$ cat src/hw/rtl/rwa_pkg.sv
package rwa_pkg;

  // Width of the window register and of the reported fill count.
  localparam int WINDOW_BITS = 7;
  localparam int FILL_BITS   = 7;

  // Configuration port geometry.
  localparam int ADDR_BITS = 3;
  localparam int DATA_BITS = 32;

  // Window register reset value.
  localparam logic [WINDOW_BITS-1:0] WINDOW_RESET = 7'd64;

  // Register index, taken from paddr[ADDR_BITS-1].
  localparam logic REG_WINDOW_SIZE = 1'b0;

  // Request kinds carried in tuser.
  localparam logic REQ_SAMPLE = 1'b0;
  localparam logic REQ_CLEAR  = 1'b1;

  // Status of the iterative divider.
  typedef struct packed {
    logic busy;
    logic done;
  } div_status_t;

endpackage

$ cat src/hw/rtl/rwa_ring_store.sv
module rwa_ring_store #(
  parameter int DEPTH      = 64,
  parameter int DATA_WIDTH = 16
) (
  input  logic                     clk,
  input  logic                     wr_en,
  input  logic [$clog2(DEPTH)-1:0] wr_addr,
  input  logic [DATA_WIDTH-1:0]    wr_data,
  input  logic                     rd_en,
  input  logic [$clog2(DEPTH)-1:0] rd_addr,
  output logic [DATA_WIDTH-1:0]    rd_data
);

  logic [DATA_WIDTH-1:0] mem [DEPTH];

  // Single write port.
  always_ff @(posedge clk) begin
    if (wr_en) begin
      mem[wr_addr] <= wr_data;
    end
  end

  // Registered read port: data appears in the cycle after the read.
  always_ff @(posedge clk) begin
    if (rd_en) begin
      rd_data <= mem[rd_addr];
    end
  end

endmodule

$ cat src/hw/rtl/rwa_divider.sv
module rwa_divider
  import rwa_pkg::*;
#(
  parameter int NUM_BITS = 22
) (
  input  logic                       clk,
  input  logic                       rst,
  input  logic                       start,
  input  logic signed [NUM_BITS-1:0] dividend,
  input  logic [FILL_BITS-1:0]       divisor,
  output div_status_t                status,
  output logic signed [NUM_BITS-1:0] quotient
);

  localparam int CNT_BITS = $clog2(NUM_BITS);

  logic                  busy;
  logic                  done;
  logic                  neg;
  logic [CNT_BITS-1:0]   step_cnt;
  logic [FILL_BITS-1:0]  rem;
  logic [FILL_BITS-1:0]  dvs;
  logic [NUM_BITS-1:0]   quot;
  logic [FILL_BITS:0]    shifted;
  logic [FILL_BITS:0]    trial;
  logic                  fits;

  // One restoring step: bring down the next dividend bit and try a subtract.
  assign shifted = {rem, quot[NUM_BITS-1]};
  assign trial   = shifted - {1'b0, dvs};
  assign fits    = ~trial[FILL_BITS];

  // Control: busy for NUM_BITS steps, then a one-cycle done pulse.
  always_ff @(posedge clk) begin
    if (rst) begin
      busy <= 1'b0;
      done <= 1'b0;
    end else begin
      done <= 1'b0;
      if (start) begin
        busy <= 1'b1;
      end else if (busy && step_cnt == '0) begin
        busy <= 1'b0;
        done <= 1'b1;
      end
    end
  end

  // Datapath: divide the magnitude, remember the sign.
  always_ff @(posedge clk) begin
    if (start) begin
      neg      <= dividend[NUM_BITS-1];
      quot     <= dividend[NUM_BITS-1] ? (~dividend + 1'b1) : dividend;
      rem      <= '0;
      dvs      <= divisor;
      step_cnt <= CNT_BITS'(NUM_BITS - 1);
    end else if (busy) begin
      rem      <= fits ? trial[FILL_BITS-1:0] : shifted[FILL_BITS-1:0];
      quot     <= {quot[NUM_BITS-2:0], fits};
      step_cnt <= step_cnt - 1'b1;
    end
  end

  // Truncation toward zero: negate the magnitude quotient for a negative sum.
  assign quotient    = neg ? -$signed(quot) : $signed(quot);
  assign status.busy = busy;
  assign status.done = done;

  // A new division never starts on top of a running one.
  a_start_idle: assert property (@(posedge clk) disable iff (rst) start |-> !busy)
    else $error("divider started while busy");

  // The done pulse follows the last step.
  a_done_after_busy: assert property (@(posedge clk) disable iff (rst)
    done |-> !busy && $past(busy))
    else $error("divider done without a finished run");

endmodule

$ cat src/hw/rtl/running_window_average.sv
// Channel   Direction  Transaction contents
// s_*       in         tuser[0] = req_type, tdata = sample
// m_*       out        tdata = average, filled
// p*        in/out     APB register port, window_size at byte address 0
//
// A sample request holds the block through acceptance, one memory read, one update,
// the divider start, one quotient bit per cycle plus a done pulse, and the output
// load, which waits while m_* still holds an earlier result. A clear request is
// applied when it is accepted and leaves the block idle.
// rst is synchronous and active high; the store needs no clearing pass,
// since the fill count marks entries not yet written since the last clear.
// A result held on m_* does not stop the next request; only a second
// result waits in the output state until the first transaction completes.
module running_window_average
  import rwa_pkg::*;
#(
  parameter int DEPTH       = 64,
  parameter int SAMPLE_BITS = 16
) (
  input  logic                                         clk,
  input  logic                                         rst,
  // Input stream
  input  logic                                         s_tvalid,
  output logic                                         s_tready,
  // tdata fields from bit 0: sample
  input  logic [((SAMPLE_BITS+7)/8)*8-1:0]             s_tdata,
  // tuser fields from bit 0: req_type
  input  logic [0:0]                                   s_tuser,
  // Output stream
  output logic                                         m_tvalid,
  input  logic                                         m_tready,
  // tdata fields from bit 0: average, filled
  output logic [((SAMPLE_BITS+FILL_BITS+7)/8)*8-1:0]   m_tdata,
  // Register port
  input  logic                                         psel,
  input  logic                                         penable,
  input  logic                                         pwrite,
  input  logic [ADDR_BITS-1:0]                         paddr,
  input  logic [DATA_BITS-1:0]                         pwdata,
  output logic [DATA_BITS-1:0]                         prdata,
  output logic                                         pready
);

  localparam int PTR_BITS = $clog2(DEPTH);
  localparam int SUM_BITS = SAMPLE_BITS + PTR_BITS;
  localparam int OUT_BITS = ((SAMPLE_BITS + FILL_BITS + 7) / 8) * 8;

  typedef enum logic [5:0] {
    ST_IDLE   = 6'b000001,
    ST_READ   = 6'b000010,
    ST_UPDATE = 6'b000100,
    ST_START  = 6'b001000,
    ST_DIVIDE = 6'b010000,
    ST_OUTPUT = 6'b100000
  } rwa_state_t;

  rwa_state_t                  state;
  rwa_state_t                  state_next;
  logic [WINDOW_BITS-1:0]      window_size;
  logic [WINDOW_BITS-1:0]      win;
  logic [PTR_BITS-1:0]         write_pointer;
  logic [FILL_BITS-1:0]        fill_count;
  logic signed [SUM_BITS-1:0]  running_sum;
  logic signed [SUM_BITS-1:0]  sum_next;
  logic signed [SAMPLE_BITS-1:0] sample_reg;
  logic signed [SAMPLE_BITS-1:0] evicted;
  logic [SAMPLE_BITS-1:0]      rd_data;
  logic                        cfg_wr;
  logic                        in_accept;
  logic                        out_load;
  div_status_t                 div_stat;
  logic signed [SUM_BITS-1:0]  div_quot;

  // Register port: always ready, one register.
  assign pready = 1'b1;
  assign cfg_wr = psel & penable & pwrite & pready &
                  (paddr[ADDR_BITS-1] == REG_WINDOW_SIZE);
  assign prdata = (paddr[ADDR_BITS-1] == REG_WINDOW_SIZE) ? DATA_BITS'(window_size) : '0;

  // Effective window: zero acts as one, large values saturate at DEPTH.
  always_comb begin
    if (window_size == '0) begin
      win = WINDOW_BITS'(1);
    end else if (32'(window_size) > 32'(DEPTH)) begin
      win = WINDOW_BITS'(DEPTH);
    end else begin
      win = window_size;
    end
  end

  assign s_tready  = (state == ST_IDLE);
  assign in_accept = s_tvalid & s_tready;
  assign out_load  = (state == ST_OUTPUT) && (!m_tvalid || m_tready);

  // An entry not yet written since the last clear reads as zero.
  assign evicted  = (fill_count < win) ? '0 : $signed(rd_data);
  assign sum_next = running_sum - SUM_BITS'(evicted) + SUM_BITS'(sample_reg);

  // Sequencer.
  always_comb begin
    state_next = state;
    case (state)
      ST_IDLE: begin
        if (in_accept && s_tuser[0] == REQ_SAMPLE) begin
          state_next = ST_READ;
        end
      end
      ST_READ:   state_next = ST_UPDATE;
      ST_UPDATE: state_next = ST_START;
      ST_START:  state_next = ST_DIVIDE;
      ST_DIVIDE: begin
        if (div_stat.done) begin
          state_next = ST_OUTPUT;
        end
      end
      ST_OUTPUT: begin
        if (out_load) begin
          state_next = ST_IDLE;
        end
      end
      default:   state_next = ST_IDLE;
    endcase
  end

  always_ff @(posedge clk) begin
    if (rst) begin
      state <= ST_IDLE;
    end else begin
      state <= state_next;
    end
  end

  // Window register, pointer, fill count and running sum.
  always_ff @(posedge clk) begin
    if (rst) begin
      window_size   <= WINDOW_RESET;
      write_pointer <= '0;
      fill_count    <= '0;
      running_sum   <= '0;
    end else if (cfg_wr) begin
      window_size   <= pwdata[WINDOW_BITS-1:0];
      write_pointer <= '0;
      fill_count    <= '0;
      running_sum   <= '0;
    end else if (in_accept && s_tuser[0] == REQ_CLEAR) begin
      write_pointer <= '0;
      fill_count    <= '0;
      running_sum   <= '0;
    end else if (state == ST_UPDATE) begin
      running_sum <= sum_next;
      if (32'(write_pointer) + 32'd1 >= 32'(win)) begin
        write_pointer <= '0;
      end else begin
        write_pointer <= write_pointer + 1'b1;
      end
      if (fill_count < win) begin
        fill_count <= fill_count + 1'b1;
      end
    end
  end

  // Sample capture on an accepted transaction.
  always_ff @(posedge clk) begin
    if (in_accept) begin
      sample_reg <= $signed(s_tdata[SAMPLE_BITS-1:0]);
    end
  end

  // Output register, parted from the core so a new request can proceed.
  always_ff @(posedge clk) begin
    if (rst) begin
      m_tvalid <= 1'b0;
    end else if (out_load) begin
      m_tvalid <= 1'b1;
    end else if (m_tready) begin
      m_tvalid <= 1'b0;
    end
  end

  always_ff @(posedge clk) begin
    if (out_load) begin
      m_tdata <= OUT_BITS'({fill_count, div_quot[SAMPLE_BITS-1:0]});
    end
  end

  rwa_ring_store #(
    .DEPTH      (DEPTH),
    .DATA_WIDTH (SAMPLE_BITS)
  ) u_store (
    .clk     (clk),
    .wr_en   (state == ST_UPDATE),
    .wr_addr (write_pointer),
    .wr_data (sample_reg),
    .rd_en   (state == ST_READ),
    .rd_addr (write_pointer),
    .rd_data (rd_data)
  );

  rwa_divider #(
    .NUM_BITS (SUM_BITS)
  ) u_div (
    .clk      (clk),
    .rst      (rst),
    .start    (state == ST_START),
    .dividend (running_sum),
    .divisor  (fill_count),
    .status   (div_stat),
    .quotient (div_quot)
  );

  // The fill count never runs past the effective window.
  a_fill_in_window: assert property (@(posedge clk) disable iff (rst)
    fill_count <= win)
    else $error("fill count exceeds window");

  // The ring pointer stays inside the window.
  a_ptr_in_window: assert property (@(posedge clk) disable iff (rst)
    32'(write_pointer) < 32'(win))
    else $error("write pointer outside window");

  // While waiting on the quotient, the divider is running or just finished.
  a_div_running: assert property (@(posedge clk) disable iff (rst)
    state == ST_DIVIDE |-> div_stat.busy || div_stat.done)
    else $error("waiting on an idle divider");

  // A finished result waits while the output register is still occupied.
  a_out_wait: assert property (@(posedge clk) disable iff (rst)
    (state == ST_OUTPUT && m_tvalid && !m_tready) |=> state == ST_OUTPUT)
    else $error("result dropped while output stalled");

endmodule

$ cat config.mk
export PLATFORM = sky130hd
export DESIGN_NAME = running_window_average
export DESIGN_NICKNAME = d
export VERILOG_FILES = /design/src/hw/rtl/rwa_pkg.sv /design/src/hw/rtl/rwa_ring_store.sv /design/src/hw/rtl/rwa_divider.sv /design/src/hw/rtl/running_window_average.sv
export SDC_FILE = /design/constraint.sdc
export NUM_CORES = 1
export LEC_CHECK = 0
export BUFFER_PORTS_ARGS = -buffer_cell sky130_fd_sc_hd__buf_4
export CAP_MARGIN = 5
export CORE_MARGIN = 2
export CORE_UTILIZATION = 40
export DETAILED_ROUTE_END_ITERATION = 6
export PLACE_DENSITY_LB_ADDON = 0.05
export SETUP_SLACK_MARGIN = 0.5
export SLEW_MARGIN = 0
export SYNTH_ARGS = -nofsm -noshare
export SYNTH_HDL_FRONTEND = slang
export SYNTH_HIERARCHICAL = 1
export SYNTH_SLANG_ARGS = --single-unit
$ cat constraint.sdc
create_clock -name clk -period 4.15 [get_ports clk]
set_input_delay 0.2075 -clock clk [delete_from_list [all_inputs] [get_ports clk]]
set_output_delay 0.2075 -clock clk [all_outputs]
set_load 0.01 [all_outputs]
* Yosys cells after proc, flatten, opt, wreduce, memory -nomap -nowiden
Memory sizes are Yosys's and may differ from the RTL's. A register that Yosys moved wholly into a read port is not among the register bits. Index checks and enable logic that the tools add are counted.
Operators by class: add/sub/neg operators 9, order comparisons 3, equality and inequality tests 9, multiplexer cells 21, bitwise logic cells 8, reduce and logical (&&, ||, !) cells 15
Operators with widths (count):
- 22-bit 2-to-1 mux | 3
- 6-bit one-hot mux with 6 select lines | 1
- 16-bit 2-to-1 mux | 2
- 7-bit 2-to-1 mux | 4
- 6-bit 2-to-1 mux | 4
- 22-bit by 1-bit adder with 22-bit output, second input constant | 1
- 22-bit by 16-bit adder with 22-bit output | 1
- 22-bit inverter | 1
- 22-bit by 16-bit subtractor with 22-bit output | 1
- 16-bit negation | 1
- 8-bit by 7-bit subtractor with 8-bit output | 1
- 6-bit by 1-bit adder with 7-bit output, second input constant | 1
- 7-bit by 1-bit adder with 7-bit output, second input constant | 1
- 7-bit >= comparator | 1
- 7-bit > comparator, second input constant | 1
- 7-bit logical NOT | 1
- 7-bit less-than comparator | 1
- 1-bit 2-to-1 mux | 7
- 6-bit by 1-bit adder with 6-bit output, second input constant | 1
- 6-bit by 1-bit == test with 1-bit output, second input constant | 1
- 6-bit by 2-bit == test with 1-bit output, second input constant | 1
- 6-bit by 3-bit == test with 1-bit output, second input constant | 1
- 6-bit by 4-bit == test with 1-bit output, second input constant | 1
- 6-bit by 5-bit == test with 1-bit output, second input constant | 1
- 15 further kinds | 26
Word-level totals: flip-flop bits (word level) 132, RAM bits 1024, output and inout bits 59, word-level logic and storage cells 81, memories kept 1
Memories:
- u_store.mem | words 64, bits a word 16, read ports 1, clocked after memory_dff 1, write ports 1, line rwa_ring_store.sv:14 | logic [DATA_WIDTH-1:0] mem [DEPTH];

* Logic depth before layout (Yosys ltp)
depth after elaboration 7, mapped depth 19, depth with buffers taken out 18

* Hierarchy
The synthesis kept the hierarchy.
By module, submodules not included:
- rwa_ring_store | times used 1, cells each 1829, area an instance 40202.3 um^2, seq. area each 31230.0 um^2
- running_window_average | times used 1, cells each 578, area an instance 5450.2 um^2, seq. area each 2152.1 um^2
- rwa_divider | times used 1, cells each 326, area an instance 3027.9 um^2, seq. area each 1181.1 um^2

* Least setup slack after synthesis
OpenSTA, ideal clock, no wires.
kind flip-flop to flip-flop, start reg window_size[6], end reg running_sum[18], data arrival time 3.941 ns, path slack 0.070 ns, cell stages (with the launch flop) 19, buffers on the path 1, clock period less this slack 4.080 ns, cell sequence dfxtp_1 -> clkinv_1 -> nand2_1 -> ha_1 -> a211oi_1 -> o22ai_1 -> o22ai_2 -> clkbuf_1 -> nor2b_1 -> fa_1 -> inv_1 -> ha_1 -> and3_1 -> and2_1 -> a221oi_1 -> nand2_1 -> o21a_1 -> xnor2_1 -> a21oi_1
On the way: word-level cells in the longest chain between the ends 7, elaborated cells between the ends (all ways) 8
Ends and longest elaborated chain:
- from (decl) | line running_window_average.sv:59 | logic [WINDOW_BITS-1:0] window_size;
- from (signal assigned) | line running_window_average.sv:141 | window_size <= pwdata[WINDOW_BITS-1:0];
- 7-bit > comparator | line running_window_average.sv:84 | end else if (32'(window_size) > 32'(DEPTH)) begin
- 7-bit 2-to-1 mux | line running_window_average.sv:84
- 7-bit 2-to-1 mux (*) | line running_window_average.sv:82 | if (window_size == '0) begin
- 7-bit less-than comparator (*) | line running_window_average.sv:96 | assign evicted = (fill_count < win) ? '0 : $signed(rd_data);
- 16-bit 2-to-1 mux (*) | line running_window_average.sv:96
- 22-bit by 16-bit subtractor with 22-bit output (*) | line running_window_average.sv:97 | assign sum_next = running_sum - SUM_BITS'(evicted) + SUM_BITS'(sample_reg);
- 22-bit by 16-bit adder with 22-bit output (*) | line running_window_average.sv:97
- to (signal assigned) | line running_window_average.sv:150 | running_sum <= sum_next;
- to (decl) | line running_window_average.sv:63 | logic signed [SUM_BITS-1:0] running_sum;
Every way passes the cells marked *; elsewhere a longest branch is shown, timed or not. A chain may end at the register's enable or synchronous reset.

* Final worst setup path
start reg window_size[6], end reg running_sum[19]
The elaborated chain is that of the path after synthesis.

==> qor.yml <==
synthesis:
  avgSynthCellArea_sq_um: 17.88
  netlist_instances: 2713
  yosys_warnings: 6
  syn_area_sq_um: 48510
floorplan:
  initial_core_util_pct: 40.38
  die_area_sq_um: 124100
  die_w_um: 352.2
  die_h_um: 352.2
  ios: 118
  core_area_sq_um: 120100
  rows: 127
global_routing:
  grt_pass1_wl_um: 183700
  antenna_found_initial: 5
  grt_overflow_total: 0
  grt_max_degree: 66
  track_usage_pct: 20.35
  grt_pass1_vias: 26372
route:
  wl_um: 126400
  vias_per_cell: 5.382
  dr.pass1.iters: 5
  ant_nets: 0
  dr_total_vias: 25426
  drt_iter0_drc: 2157
  drc: 0
  wl_per_cell_um: 26.75
setup_path:
  cp_max_fo: 8
  critPathRequiredTime_ns: 4.80
  worstSetupEndpointType: "flop"
  start_kind: "flop"
  arrival_ns: 4.56
  crit_type: "flop to flop"
pwr:
  p_seq_share_pct: 50.9
  finalPower_mw: 26.12
  power.internal_mw: 20.43
  switching_share_pct: 21.78
  p_comb_share_pct: 5.8
  total_leakage_power_nw: 18.25
  p_clk_share_pct: 43.3
  power.density_nw_per_um2: 459.5
  max-vdd-ir-drop_mv: 0.4384
  power_switching_mw: 5.690
cells_and_area:
  final-seq-area_sq_um: 34580
  largest_reg_flops: 1024
  syn_to_final_growth_pct: 17.23
  final_nets: 3132
  regMostFlops: "u_store/mem"
  fillCellCount: 10238
  drive_gt1_share_pct: 25.94
  multi_input_area_sq_um: 13230
  reg_top3: "u_store/mem x1024, m_tdata x23"
timing:
  period_needed_ns: 3.908
  setup_viol: 0
  rsz0062_at_grt: "true"
  skew_ns: 0.02232
  whs_ns: 0.1926
  timing.final.crit_share_pct: 94.18
  maxSlewHeadroom_pct: 37.41
  tightest_slew_ns: 0.9389
  setup_tns_ns: 0
  drv_slew: 0
  fmax_mhz: 255.9
  hold_violations: 0
clock_tree:
  h-tree-depth: 4
  clock_latency_ns: 0.74
  clkSlewWorstSetupHoldPaths_ns: 0.06
  numCtsBuffers: 133
  cts_tree: "done"
  clockRootBuffer: "clkbuf_16"
  clockBufferDepth: 3
  clock_sinks: 1172
placement:
  hpwl_um: 78050
  gp_congestion: 0.8496
  io_buffers: 63
status:
  status: "finished clean"
worst_hold_path:
  min_path_type: "primary input to flop"
run:
  cap_violations: 0
-- power groups by stage --
stage	Clock, mW	Sequential [mW]	Combinational, mW
floorplan	0	13.7	0.574
global placement	0	13.5	1.20
detailed placement	0	13.5	1.25
CTS	11.6	13.3	1.44
global route	12.0	13.3	1.63
finish	11.3	13.3	1.51
-- final timing paths --
path / startpoint / to / slack, ns / depth (start not counted)
setup / recovery: window_size[6] / running_sum[19] / 0.24 / 17
hold / removal: s_tdata[4] / sample_reg[4] / 0.19 / 2
setup reg to reg: window_size[6] / running_sum[19] / 0.24 / 17
hold reg to reg: u_div/step_cnt[1] / u_div/step_cnt[1] / 0.51 / 2
-- final cells by class --
cell class | instances | area share (%)
antenna | 5 | 0.02200
tap | 1612 | 3.547
timing repair buffer | 291 | 4.302
clock buffer | 166 | 6.331
multi-input combinational | 1311 | 23.27
sequential | 1172 | 60.82
clock inverter | 73 | 1.076
inverter | 94 | 0.6337
-- routing by layer --
metal  vias to the layer above  wire (um)  share of wire, %  global-route usage (%)
met2                       583      65190                52                   35.46
met5                         -          0                 0                       0
met1                     13358      53120                42                   26.63
met3                       172       5056               4.0                   2.815
li1                      11313          -                 -                       -
met4                         0       3022               2.4                   5.752
-- cells in the final DEF (no fill, tap or decap), types with 14 or more instances in the layout --
master and n:
o21ai_0 22, nand2b_1 14, edfxtp_1 1109, clkbuf_16 139, ha_1 24, inv_1 84
clkinv_1 36, a31oi_1 14, a22oi_1 39, xnor2_1 37, buf_4 241, mux2i_1 94
xor2_1 34, a21oi_1 71, conb_1 27, dfxtp_1 56, nor2b_1 44, clkinv_2 17
nand3_1 41, ha_4 21, nor2_1 134, a221oi_1 16, fa_1 21, clkbuf_1 25
mux4_2 220, nand2_1 129, mux2_2 28, dlygate4sd3_1 34, nand4_1 23
-- repair_timing --
| item | 4_1_cts | 5_1_grt |
|---|---|---|
| cloned | 1 | 0 |
| endpoints found under the hold margin | 54 | 0 |
| gates resized for setup | 71 | 38 |
| setup buffers | 22 | 4 |
| hold buffers | 34 | 0 |
| endpoints found under the setup margin | 16 | 16 |
| pin swaps | 43 | 46 |
-- worst max-delay path, stage by stage (launching register included) --
cell and delay (ns):
dfxtp_4 0.36, inv_8 0.08, nand2_4 0.06, ha_4 0.23, a211oi_4 0.26, o22ai_2 0.12, o22ai_4 0.24, buf_12 0.16
nand2b_4 0.12, fa_1 0.45, ha_4 0.29, o211ai_1 0.09, o211ai_1 0.31, nand4_1 0.24, a31oi_1 0.24, nor2_1 0.08
or4_1 0.40, o211ai_1 0.10
-- stage by stage --
| step | instances | worst slack [ns] | area [sq um] | utilization (%) |
|---|---|---|---|---|
| floorplan | 2738 | 0.5060 | 48700 | - |
| global placement | 4419 | 0.04079 | 51530 | 42.90 |
| detailed placement | 4419 | 0.07108 | 51530 | 42.90 |
| CTS | 4715 | 0.3303 | 56640 | 47.15 |
| global route | 4719 | 0.1036 | 56850 | 47.32 |
| finish | 4724 | 0.2416 | 56860 | 47.33 |
(Power assumes the default switching activity.)
